**src/hdl/eit_pkg.sv**
```systemverilog
// ----------------------------------------------------------------------------
// Extended interval timer package
// Beat types, sequencer states and fixed constants of the interval timer.
// ----------------------------------------------------------------------------
package eit_pkg;

	localparam int unsigned DIV_STEPS  = 33;
	localparam int unsigned STEP_W     = 6;
	localparam logic [STEP_W-1:0] LAST_STEP = STEP_W'(DIV_STEPS - 1);

	localparam logic [9:0]  US_PER_MS    = 10'd1000;
	localparam logic [7:0]  MAX_DIVISOR  = 8'd255;
	localparam logic [10:0] TICK_RESET   = 11'd128;

	localparam logic CMD_LOAD = 1'b0;
	localparam logic CMD_TICK = 1'b1;

	localparam logic MODE_NORMAL  = 1'b0;
	localparam logic MODE_COMPARE = 1'b1;

	localparam logic CFG_MODE = 1'b0;
	localparam logic CFG_TICK = 1'b1;

	typedef struct packed {
		logic        command;
		logic [22:0] desired_time_ms;
	} eit_in_t;

	typedef struct packed {
		logic        event_res;
		logic [7:0]  counter_value;
		logic [31:0] target_periods;
		logic [7:0]  reload_or_compare;
	} eit_out_t;

	typedef enum logic [2:0] {
		S_IDLE,
		S_DIV_TIME,
		S_TOTAL,
		S_DIV_TRY,
		S_CHECK
	} eit_state_t;

endpackage

```
**src/hdl/extended_interval_timer.sv**
```systemverilog
// ----------------------------------------------------------------------------
// Extended interval timer
// 8-bit timer stretched to long intervals by overflow or compare-match counting.
// ----------------------------------------------------------------------------
// Tick beat: result valid the next cycle; one tick per cycle while the result register drains.
// Load beat: one shared restoring divide step runs one bit per cycle, 33 steps.
// Normal-mode load: the result follows the multiply, the 33 divide steps and the split.
// Compare-mode load: after that, one division per divisor tried, 255 down to 2, up to 254 tries.
// Input is not ready during a load; the result register drains independently.
// Reset (arst_n low, asynchronous): timer state cleared, mode 0, tick time 128.
module extended_interval_timer (
	input  logic                clk,
	input  logic                arst_n,
	input  logic                item_valid,
	output logic                item_ready,
	input  eit_pkg::eit_in_t    item,
	output logic                result_valid,
	input  logic                result_ready,
	output eit_pkg::eit_out_t   result,
	input  logic                cfg_valid,
	output logic                cfg_ready,
	input  logic                cfg_index,
	input  logic [10:0]         cfg_data
);
	import eit_pkg::*;

	// Configuration registers
	logic        mode_q;
	logic [10:0] tick_time_q;

	// Timer state
	logic [7:0]  timer_q;
	logic [31:0] period_q;
	logic [31:0] target_q;
	logic [7:0]  rem_ticks_q;
	logic [7:0]  cmp_q;

	// Sequencer and shared divide unit
	eit_state_t        state_q, state_d;
	logic [STEP_W-1:0] step_q;
	logic [32:0]       quo_q;     // dividend shifts out at the top, quotient shifts in
	logic [10:0]       rem_q;
	logic [31:0]       total_q;
	logic [7:0]        div_q;     // divisor under trial in compare mode

	logic res_valid_q;
	eit_out_t res_q;

	// Control decode
	logic item_acc, tick_acc, load_acc, res_take;
	logic div_run, last_step;
	logic fin_norm, start_try, fin_found, fin_one, retry;

	// ------------------------------------------------------------------
	// Tick arithmetic: advance the timer and count overflows or matches
	// ------------------------------------------------------------------
	logic [7:0]  tmr_inc;
	logic [31:0] per_inc;
	logic        per_hit;
	logic [7:0]  reload_cur;
	logic        tk_event;
	logic [7:0]  tk_timer;
	logic [31:0] tk_period;

	assign tmr_inc    = timer_q + 8'd1;
	// Saturate the period count at its top value
	assign per_inc    = (period_q == '1) ? period_q : period_q + 32'd1;
	assign per_hit    = (per_inc == target_q);
	assign reload_cur = 8'd0 - rem_ticks_q;

	always_comb begin
		tk_event  = 1'b0;
		tk_timer  = tmr_inc;
		tk_period = period_q;
		if (mode_q == MODE_NORMAL) begin
			if (tmr_inc == 8'd0) begin
				if (per_hit) begin
					tk_event  = 1'b1;
					tk_timer  = reload_cur;
					tk_period = 32'd0;
				end else begin
					tk_period = per_inc;
				end
			end
		end else begin
			if (timer_q == cmp_q) begin
				tk_timer = 8'd0;
				if (per_hit) begin
					tk_event  = 1'b1;
					tk_period = 32'd0;
				end else begin
					tk_period = per_inc;
				end
			end
		end
	end

	// ------------------------------------------------------------------
	// Shared divide step: one restoring subtract-and-compare per cycle
	// ------------------------------------------------------------------
	logic [10:0] tick_eff;
	logic [10:0] divisor_c;
	logic [11:0] rem_sh;
	logic [11:0] rem_sub;
	logic        ge;
	logic [10:0] rem_next;

	// A zero tick time counts as one microsecond
	assign tick_eff  = (tick_time_q == 11'd0) ? 11'd1 : tick_time_q;
	assign divisor_c = (state_q == S_DIV_TIME) ? tick_eff : {3'b000, div_q};
	assign rem_sh    = {rem_q, quo_q[32]};
	assign rem_sub   = rem_sh - {1'b0, divisor_c};
	assign ge        = (rem_sh >= {1'b0, divisor_c});
	assign rem_next  = ge ? rem_sub[10:0] : rem_sh[10:0];

	// Saturate the tick total to 32 bits
	logic [31:0] total_c;
	logic [7:0]  nrm_rem;
	logic [31:0] nrm_target;
	logic        nrm_frac;

	assign total_c    = quo_q[32] ? 32'hFFFF_FFFF : quo_q[31:0];
	assign nrm_rem    = total_c[7:0];
	assign nrm_frac   = (nrm_rem != 8'd0);
	assign nrm_target = {8'd0, total_c[31:8]} + {31'd0, nrm_frac};

	// ------------------------------------------------------------------
	// Sequencer: next state
	// ------------------------------------------------------------------
	always_comb begin
		state_d = state_q;
		case (state_q)
			S_IDLE: begin
				if (load_acc) state_d = S_DIV_TIME;
			end
			S_DIV_TIME: begin
				if (last_step) state_d = S_TOTAL;
			end
			S_TOTAL: begin
				state_d = (mode_q == MODE_NORMAL) ? S_IDLE : S_DIV_TRY;
			end
			S_DIV_TRY: begin
				if (last_step) state_d = S_CHECK;
			end
			S_CHECK: begin
				state_d = retry ? S_DIV_TRY : S_IDLE;
			end
			default: begin
				state_d = S_IDLE;
			end
		endcase
	end

	// ------------------------------------------------------------------
	// Sequencer: control outputs
	// ------------------------------------------------------------------
	always_comb begin
		item_ready = 1'b0;
		cfg_ready  = 1'b0;
		div_run    = 1'b0;
		fin_norm   = 1'b0;
		start_try  = 1'b0;
		fin_found  = 1'b0;
		fin_one    = 1'b0;
		retry      = 1'b0;
		case (state_q)
			S_IDLE: begin
				// Take a new beat once the result register is free or draining
				item_ready = !res_valid_q || result_ready;
				cfg_ready  = 1'b1;
			end
			S_DIV_TIME, S_DIV_TRY: begin
				div_run = 1'b1;
			end
			S_TOTAL: begin
				fin_norm  = (mode_q == MODE_NORMAL);
				start_try = (mode_q == MODE_COMPARE);
			end
			S_CHECK: begin
				fin_found = (rem_q == 11'd0);
				// Trying divisor one always succeeds, so stop at two
				fin_one   = (rem_q != 11'd0) && (div_q == 8'd2);
				retry     = (rem_q != 11'd0) && (div_q != 8'd2);
			end
			default: begin
			end
		endcase
	end

	assign item_acc  = item_valid && item_ready;
	assign tick_acc  = item_acc && (item.command == CMD_TICK);
	assign load_acc  = item_acc && (item.command == CMD_LOAD);
	assign res_take  = res_valid_q && result_ready;
	assign last_step = (step_q == LAST_STEP);

	// ------------------------------------------------------------------
	// Sequencer state, configuration and timer state
	// ------------------------------------------------------------------
	always_ff @(posedge clk or negedge arst_n) begin
		if (!arst_n) begin
			state_q     <= S_IDLE;
			step_q      <= '0;
			mode_q      <= MODE_NORMAL;
			tick_time_q <= TICK_RESET;
			timer_q     <= 8'd0;
			period_q    <= 32'd0;
			target_q    <= 32'd0;
			rem_ticks_q <= 8'd0;
			cmp_q       <= 8'd0;
			res_valid_q <= 1'b0;
		end else begin
			state_q <= state_d;

			if (cfg_valid && cfg_ready) begin
				case (cfg_index)
					CFG_MODE: mode_q      <= cfg_data[0];
					CFG_TICK: tick_time_q <= cfg_data;
					default: begin
					end
				endcase
			end

			if (div_run) begin
				step_q <= last_step ? '0 : step_q + STEP_W'(1);
			end else begin
				step_q <= '0;
			end

			if (tick_acc) begin
				timer_q  <= tk_timer;
				period_q <= tk_period;
			end

			if (fin_norm) begin
				target_q    <= nrm_target;
				rem_ticks_q <= nrm_rem;
				if (nrm_frac) timer_q <= 8'd0 - nrm_rem;
			end

			if (fin_found) begin
				target_q <= quo_q[31:0];
				cmp_q    <= div_q - 8'd1;
			end

			if (fin_one) begin
				target_q <= total_q;
				cmp_q    <= 8'd0;
			end

			if (tick_acc || fin_norm || fin_found || fin_one) begin
				res_valid_q <= 1'b1;
			end else if (res_take) begin
				res_valid_q <= 1'b0;
			end
		end
	end

	// ------------------------------------------------------------------
	// Divide unit registers and result payload (no reset needed)
	// ------------------------------------------------------------------
	always_ff @(posedge clk) begin
		if (load_acc) begin
			// Form the exact product of milliseconds and microseconds per millisecond
			quo_q <= 33'(item.desired_time_ms) * 33'(US_PER_MS);
			rem_q <= 11'd0;
		end else if (div_run) begin
			quo_q <= {quo_q[31:0], ge};
			rem_q <= rem_next;
		end else if (start_try || retry) begin
			quo_q <= start_try ? {1'b0, total_c} : {1'b0, total_q};
			rem_q <= 11'd0;
		end

		if (start_try) begin
			total_q <= total_c;
			div_q   <= MAX_DIVISOR;
		end else if (retry) begin
			div_q <= div_q - 8'd1;
		end

		if (tick_acc) begin
			res_q.event_res         <= tk_event;
			res_q.counter_value     <= tk_timer;
			res_q.target_periods    <= target_q;
			res_q.reload_or_compare <= (mode_q == MODE_NORMAL) ? reload_cur : cmp_q;
		end else if (fin_norm) begin
			res_q.event_res         <= 1'b0;
			res_q.counter_value     <= nrm_frac ? (8'd0 - nrm_rem) : timer_q;
			res_q.target_periods    <= nrm_target;
			res_q.reload_or_compare <= 8'd0 - nrm_rem;
		end else if (fin_found || fin_one) begin
			res_q.event_res         <= 1'b0;
			res_q.counter_value     <= timer_q;
			res_q.target_periods    <= fin_found ? quo_q[31:0] : total_q;
			res_q.reload_or_compare <= fin_found ? (div_q - 8'd1) : 8'd0;
		end
	end

	assign result_valid = res_valid_q;
	assign result       = res_q;

`ifndef SYNTHESIS
	// A finished load must never land on a result still waiting
	a_fin_free: assert property (@(posedge clk) disable iff (!arst_n)
		(fin_norm || fin_found || fin_one) |-> !res_valid_q)
		else $error("load result overwrites a pending beat");

	// Input is only taken with the sequencer at rest
	a_ready_idle: assert property (@(posedge clk) disable iff (!arst_n)
		item_ready |-> (state_q == S_IDLE))
		else $error("input ready outside idle");

	// Step count stays within one division
	a_step_range: assert property (@(posedge clk) disable iff (!arst_n)
		step_q <= LAST_STEP)
		else $error("divide step count out of range");

	// Divisor trials stay between two and the maximum divisor
	a_div_range: assert property (@(posedge clk) disable iff (!arst_n)
		(state_q == S_DIV_TRY) |-> (div_q >= 8'd2))
		else $error("divisor under trial below two");

	// A tick beat yields a result on the next cycle
	a_tick_result: assert property (@(posedge clk) disable iff (!arst_n)
		tick_acc |=> res_valid_q)
		else $error("tick beat produced no result");
`endif

endmodule
```
**config.mk**
```make
export PLATFORM = sky130hd
export DESIGN_NAME = extended_interval_timer
export DESIGN_NICKNAME = d
export VERILOG_FILES = /design/src/hdl/eit_pkg.sv /design/src/hdl/extended_interval_timer.sv
export SDC_FILE = /design/constraint.sdc
export NUM_CORES = 1
export LEC_CHECK = 0
export ABC_AREA = 1
export BUFFER_PORTS_ARGS = -buffer_cell sky130_fd_sc_hd__buf_2
export CORE_MARGIN = 4
export CORE_UTILIZATION = 57
export CTS_CLUSTER_SIZE = 16
export DETAILED_ROUTE_END_ITERATION = 10
export PLACE_DENSITY = 0.77
export SYNTH_ARGS = -nofsm -noshare
export SYNTH_HDL_FRONTEND = slang
export SYNTH_SLANG_ARGS = --single-unit
```
**constraint.sdc**
```tcl
create_clock -name clk -period 7.7 [get_ports clk]
set_input_delay 1.155 -clock clk [delete_from_list [all_inputs] [get_ports clk]]
set_output_delay 1.155 -clock clk [all_outputs]
set_load 0.01 [all_outputs]
```
Yosys cells after proc, flatten, opt, wreduce, memory -nomap -nowiden. Index checks and enable logic that the tools add are counted. W data, S select, Z words.

Register bits after elaboration: 243. Logic and storage cells: 134. Input port bits: 41.

$mul: 1. Multiplexer cells: 56. Add/subtract/negate cells: 8. Magnitude comparators: 1. Equal/unequal tests: 14. Reductions and logical operators: 32. Bitwise operators: 3.

Operator list (number): $mux W32 (11); $mux W49 (3); $mux W33 (3); $mux W8 (12); $mux W11 (5); $add A32 B1 Y32 const B (1); $eq A32 B32 Y1 (1); $eq A32 B32 Y1 const B (1); $mul A23 B7 Y30 const B (1); $add A24 B1 Y25 (1); $logic_not A11 Y1 (2); $sub A1 B8 Y8 const A (2); $pmux W3 S5 (1); $mux W1 (14); $ge A12 B11 Y1 (1); $mux W6 (2); $reduce_bool A11 Y1 (1); $sub A11 B11 Y11 (1); $mux W3 (3); $reduce_bool A3 Y1 (3); $add A8 B1 Y8 const B (1); $eq A8 B2 Y1 const B (1); $eq A8 B8 Y1 (1); $logic_not A8 Y1 (1); 20 further kinds (42).

Longest topological paths before layout.
Word-level depth: 9. Gate-level depth with buffers: 26. Gate-level depth less buffers: 23.

Worst setup path before layout. No wires, ideal clock.

Path kind: input to register. Start point: in item[6] in the netlist's numbering. End point: reg quo_q[27] (data pin). Slack: 2.632 ns. Data required time: 7.444 ns. Data arrival time: 4.812 ns. Stages: 17. Path through: inv_1 fa_1 fa_1 fa_1 fa_1 inv_1 ha_1 nand2_1 nor2_1 inv_1 o21ai_0 a21boi_0 o21bai_1 a21oi_1 xnor2_1 nand2_1 nand2_1.

Cells in the longest elaborated chain, start to end: 2.

Ends and longest elaborated chain: start, declared (line extended_interval_timer.sv:16) `input eit_pkg::eit_in_t item,`; $mul A23 B7 Y30 (line extended_interval_timer.sv:264) `quo_q <= 33'(item.desired_time_ms) * 33'(US_PER_MS);`; $mux W33 (line extended_interval_timer.sv:262) `if (load_acc) begin`; end signal, assigned (line extended_interval_timer.sv:264); end signal, assigned (line extended_interval_timer.sv:267) `quo_q <= {quo_q[31:0], ge};`; end signal, assigned (line extended_interval_timer.sv:270) `quo_q <= start_try ? {1'b0, total_c} : {1'b0, total_q};`; end, declared (line extended_interval_timer.sv:41) `logic [32:0] quo_q;`.

No other way between the ends. A chain may end at the register's enable or synchronous reset.

Worst setup path in the final report.
Start point: in item[5] in the netlist's numbering. End point: reg quo_q[23] (data pin).

Same word-level chain as after synthesis.

==> impl_metrics.tcl <==
set metrics [dict create \
    p_per_area_nw_per_um2 205 \
    crit_arrival_ps 5650 \
    seqPwrFrac_pct 32.1 \
    period_minus_slack_ps 5400 \
    ys_warn_count 0 \
    critPathMaxFanout 4 \
    drt_first_pass_iters 7 \
    p_clk_share_pct 32.4 \
    drive_gt1_share_pct 9.57 \
    p_int_mw 2.69 \
    ir_drop_mv 0.194 \
    diodes 0 \
    totalWireLength_microns 52900 \
    cts.path.max_buffers 3 \
    holdBufCountCts 0 \
    start_util_pct 57.5 \
    drtIter0Drc 1795 \
    synth_edf_count 111 \
    core_area_sq_um 32500 \
    fin_crit_sh_pct 70.1 \
    path_clk_slew_ps 60 \
    p_sw_share_pct 35.8 \
    syn_avg_cell_area_sq_um 7.89 \
    gp_congestion 1.00 \
    ys_ff_latch 243 \
    p_comb_share_pct 35.5 \
    cts_root_buf "clkbuf_16" \
    switchingPower_mw 1.50 \
    critical_path.top_delay_family "adder cells" \
    cts-htree-levels 1 \
    max_clock_freq_mhz 185 \
    fin_nets 2636 \
    ys_async_sr_fraction_pct 45.3 \
    drc 0 \
    die_w_microns 189 \
    antenna_found_initial 0 \
    hold_viol_final 0 \
    syn_to_final_growth_pct 9.25 \
    grt_pass1_wl_microns 84600 \
    ys.flop_type "edfxtp_1" \
    worstSkewPairLatency_ps 580 \
    status "finished, final reports clean" \
    cts.sink_count 243 \
    rows 66 \
    maxSlewViolCount 0 \
    ant_nets 0 \
    setup_viol 0 \
    path_cells "buf_2 -> inv_1 -> fa_1 -> fa_1 -> fa_1 -> fa_1 -> inv_1 -> ha_1 -> a21oi_1 -> nor2_1 -> nor2_1 -> o21ai_0 -> a21boi_0 -> o21bai_1 -> o21ai_0 -> o21ai_0" \
    syn-num-nets 2578 \
    post_cts_buffers 0 \
    synthCells 2365 \
    routedWlPerCell_microns 18.3 \
    setup_tns_ps 0 \
    cpMaxStageDelayCell "fa_1" \
    power.total_mw 4.19 \
    end_kind "flop" \
    portBuffers 92 \
    dpl.hpwl_microns 41100 \
    cts_tree "done" \
    synthDistinctLibCells 65 \
    final_core_utilization_pct 62.9 \
    path_class "input port to flop" \
    dieArea_sq_um 35700 \
    grt_max_degree 73 \
    ios 93 \
    synth_area_sq_um 18700 \
    vias 16600 \
    grt_overflow 0 \
    grt.total_usage_pct 29.3 \
    cts_buffers 28 \
    cp.buffers_inverters 3 \
    worstMarginPinSlew_ps 1160 \
    total_leakage_power_nw 9.64 \
    cts-resized-gates 0 \
    hp-class "flop to flop" \
    max_stage_delay_ps 530 \
    slew_headroom_pct 22.8 \
    cpMostUsedCell "fa_1" \
    rsz0062_at_grt "no" \
    finClkSkew_ps 45.0 \
    maxCapViolCount 0 \
    crit_required_ps 7960 \
    grt_pass1_vias 16100 \
    avgViaCountPerCell 5.74 \
    ys_seq_area_share_pct 35.0 \
    fp.dieH_microns 189 \
    startpoint_type "input port" \
]
[power groups by stage]
stage	logic, mW	registers (mW)	clock network [mW]
6_report	1.49	1.35	1.36
5_1_grt	1.70	1.35	1.42
4_1_cts	1.49	1.35	1.37
3_5_place_dp	1.48	1.37	0
3_3_place_gp	1.47	1.37	0
2_1_floorplan	1.08	1.37	0
[cells in the final DEF (no fill, tap or decap), types with 46 or more instances in the layout]
cell / n
edfxtp_1: 111
nand2_1: 572
ha_1: 89
xor2_1: 68
o211ai_1: 46
inv_1: 322
o21ai_0: 194
fa_1: 83
buf_2: 91
nor2_1: 191
dfrtp_1: 109
nand3_1: 148
a21oi_1: 90
[sequential cells by signal, summed over array words and instances (netlist names), 3 cells and up]
| name | flops |
|---|---|
| result | 49 |
| step_q | 6 |
| rem_q | 11 |
| rem_ticks_q | 8 |
| period_q | 32 |
| cmp_q | 8 |
| quo_q | 33 |
| state_q | 3 |
| total_q | 32 |
| tick_time_q | 11 |
| timer_q | 8 |
| div_q | 8 |
| target_q | 32 |
[worst min-delay path, delay by kind of cell, from the launching register on]
family	cells	cell delay [ps]
flops	1	330
simple gates	2	100
[per-layer routing]
metal  global-route usage, %  routed length (microns)  up-vias
li1                        -                        -     7900
met1                    40.7                    22400     7807
met2                    47.9                    24400      725
met3                    3.13                     3780      132
met4                    11.2                     2270        0
met5                       0                        0        -
[logic make-up (layout without fill, tap and decap cells)]
| logic type | after synthesis | in the layout | synth area share [%] |
|---|---|---|---|
| and+or+nand+nor | 1008 | 1008 | 23.1 |
| AOI/OAI and AO/OA | 438 | 438 | 14.0 |
| buffers and inverters | 411 | 491 | 8.60 |
| DFF | 243 | 243 | 35.0 |
| adders and majority gates | 172 | 172 | 14.9 |
| xor gates and xnor gates | 85 | 85 | 4.03 |
| muxes | 8 | 8 | 0.483 |
[cells in the mapped netlist (all sizes together), types with 2 or more instances]
cell type	instances	area, sq um
nand4	11	68.8
xnor2	16	140
dfrtp	109	2730
a21oi	90	450
nor4	10	83.8
a211oi	26	240
clkbuf	59	221
or2	10	62.6
o21ai	210	1060
o211ai	46	345
ha	89	1110
nand3b	2	15.0
o2bb2ai	2	17.5
xor2	69	612
o21bai	8	60.1
nand2	581	2220
buf	20	139
inv	331	1240
mux2	8	90.1
a32oi	10	87.6
o221ai	4	35.0
a31oi	2	12.5
nor2	219	935
o22ai	6	37.5
a21o	4	30.0
a22oi	14	105
a21boi	3	22.5
fa	83	1660
nor3	18	95.1
o31ai	3	27.5
a221oi	2	17.5
nand3	154	808
dfxtp	22	440
o21a	4	30.0
edfxtp	111	3330
[per-stage QoR]
| stage | setup WS (ps) | hold slack [ps] | cells | area [sq um] |
|---|---|---|---|---|
| global placement | 1820 | 439 | 2835 | 19500 |
| finish | 2300 | 464 | 2887 | 20400 |
| global route | 2050 | 502 | 2887 | 20400 |
| detailed placement | 1830 | 446 | 2835 | 19500 |
| CTS | 2370 | 463 | 2887 | 20400 |
| floorplan | 2630 | 429 | 2365 | 18700 |
[cell type report]
type	instances	area [sq um]
fillers	2914	12100
multi-input cells	1711	10600
flip-flops and latches	243	6530
inverters	332	1250
clock buffers	35	747
repair buffers	107	576
well taps	442	553
clock inverters	17	185
[path summary, 6_finish.rpt]
kind / startpoint / end / slack [ps] / cells past startpoint
setup / recovery: item[5] / quo_q[23] / 2300 / 16
hold / removal: div_q[0] / div_q[0] / 460 / 2
setup reg to reg: quo_q[32] / result[32] / 3240 / 21
hold reg to reg: div_q[0] / div_q[0] / 460 / 2
max in group asynchronous: arst_n / tick_time_q[10] / 5800 / 2
min in group asynchronous: arst_n / period_q[13] / 570 / 1
(Power assumes the default switching activity.)
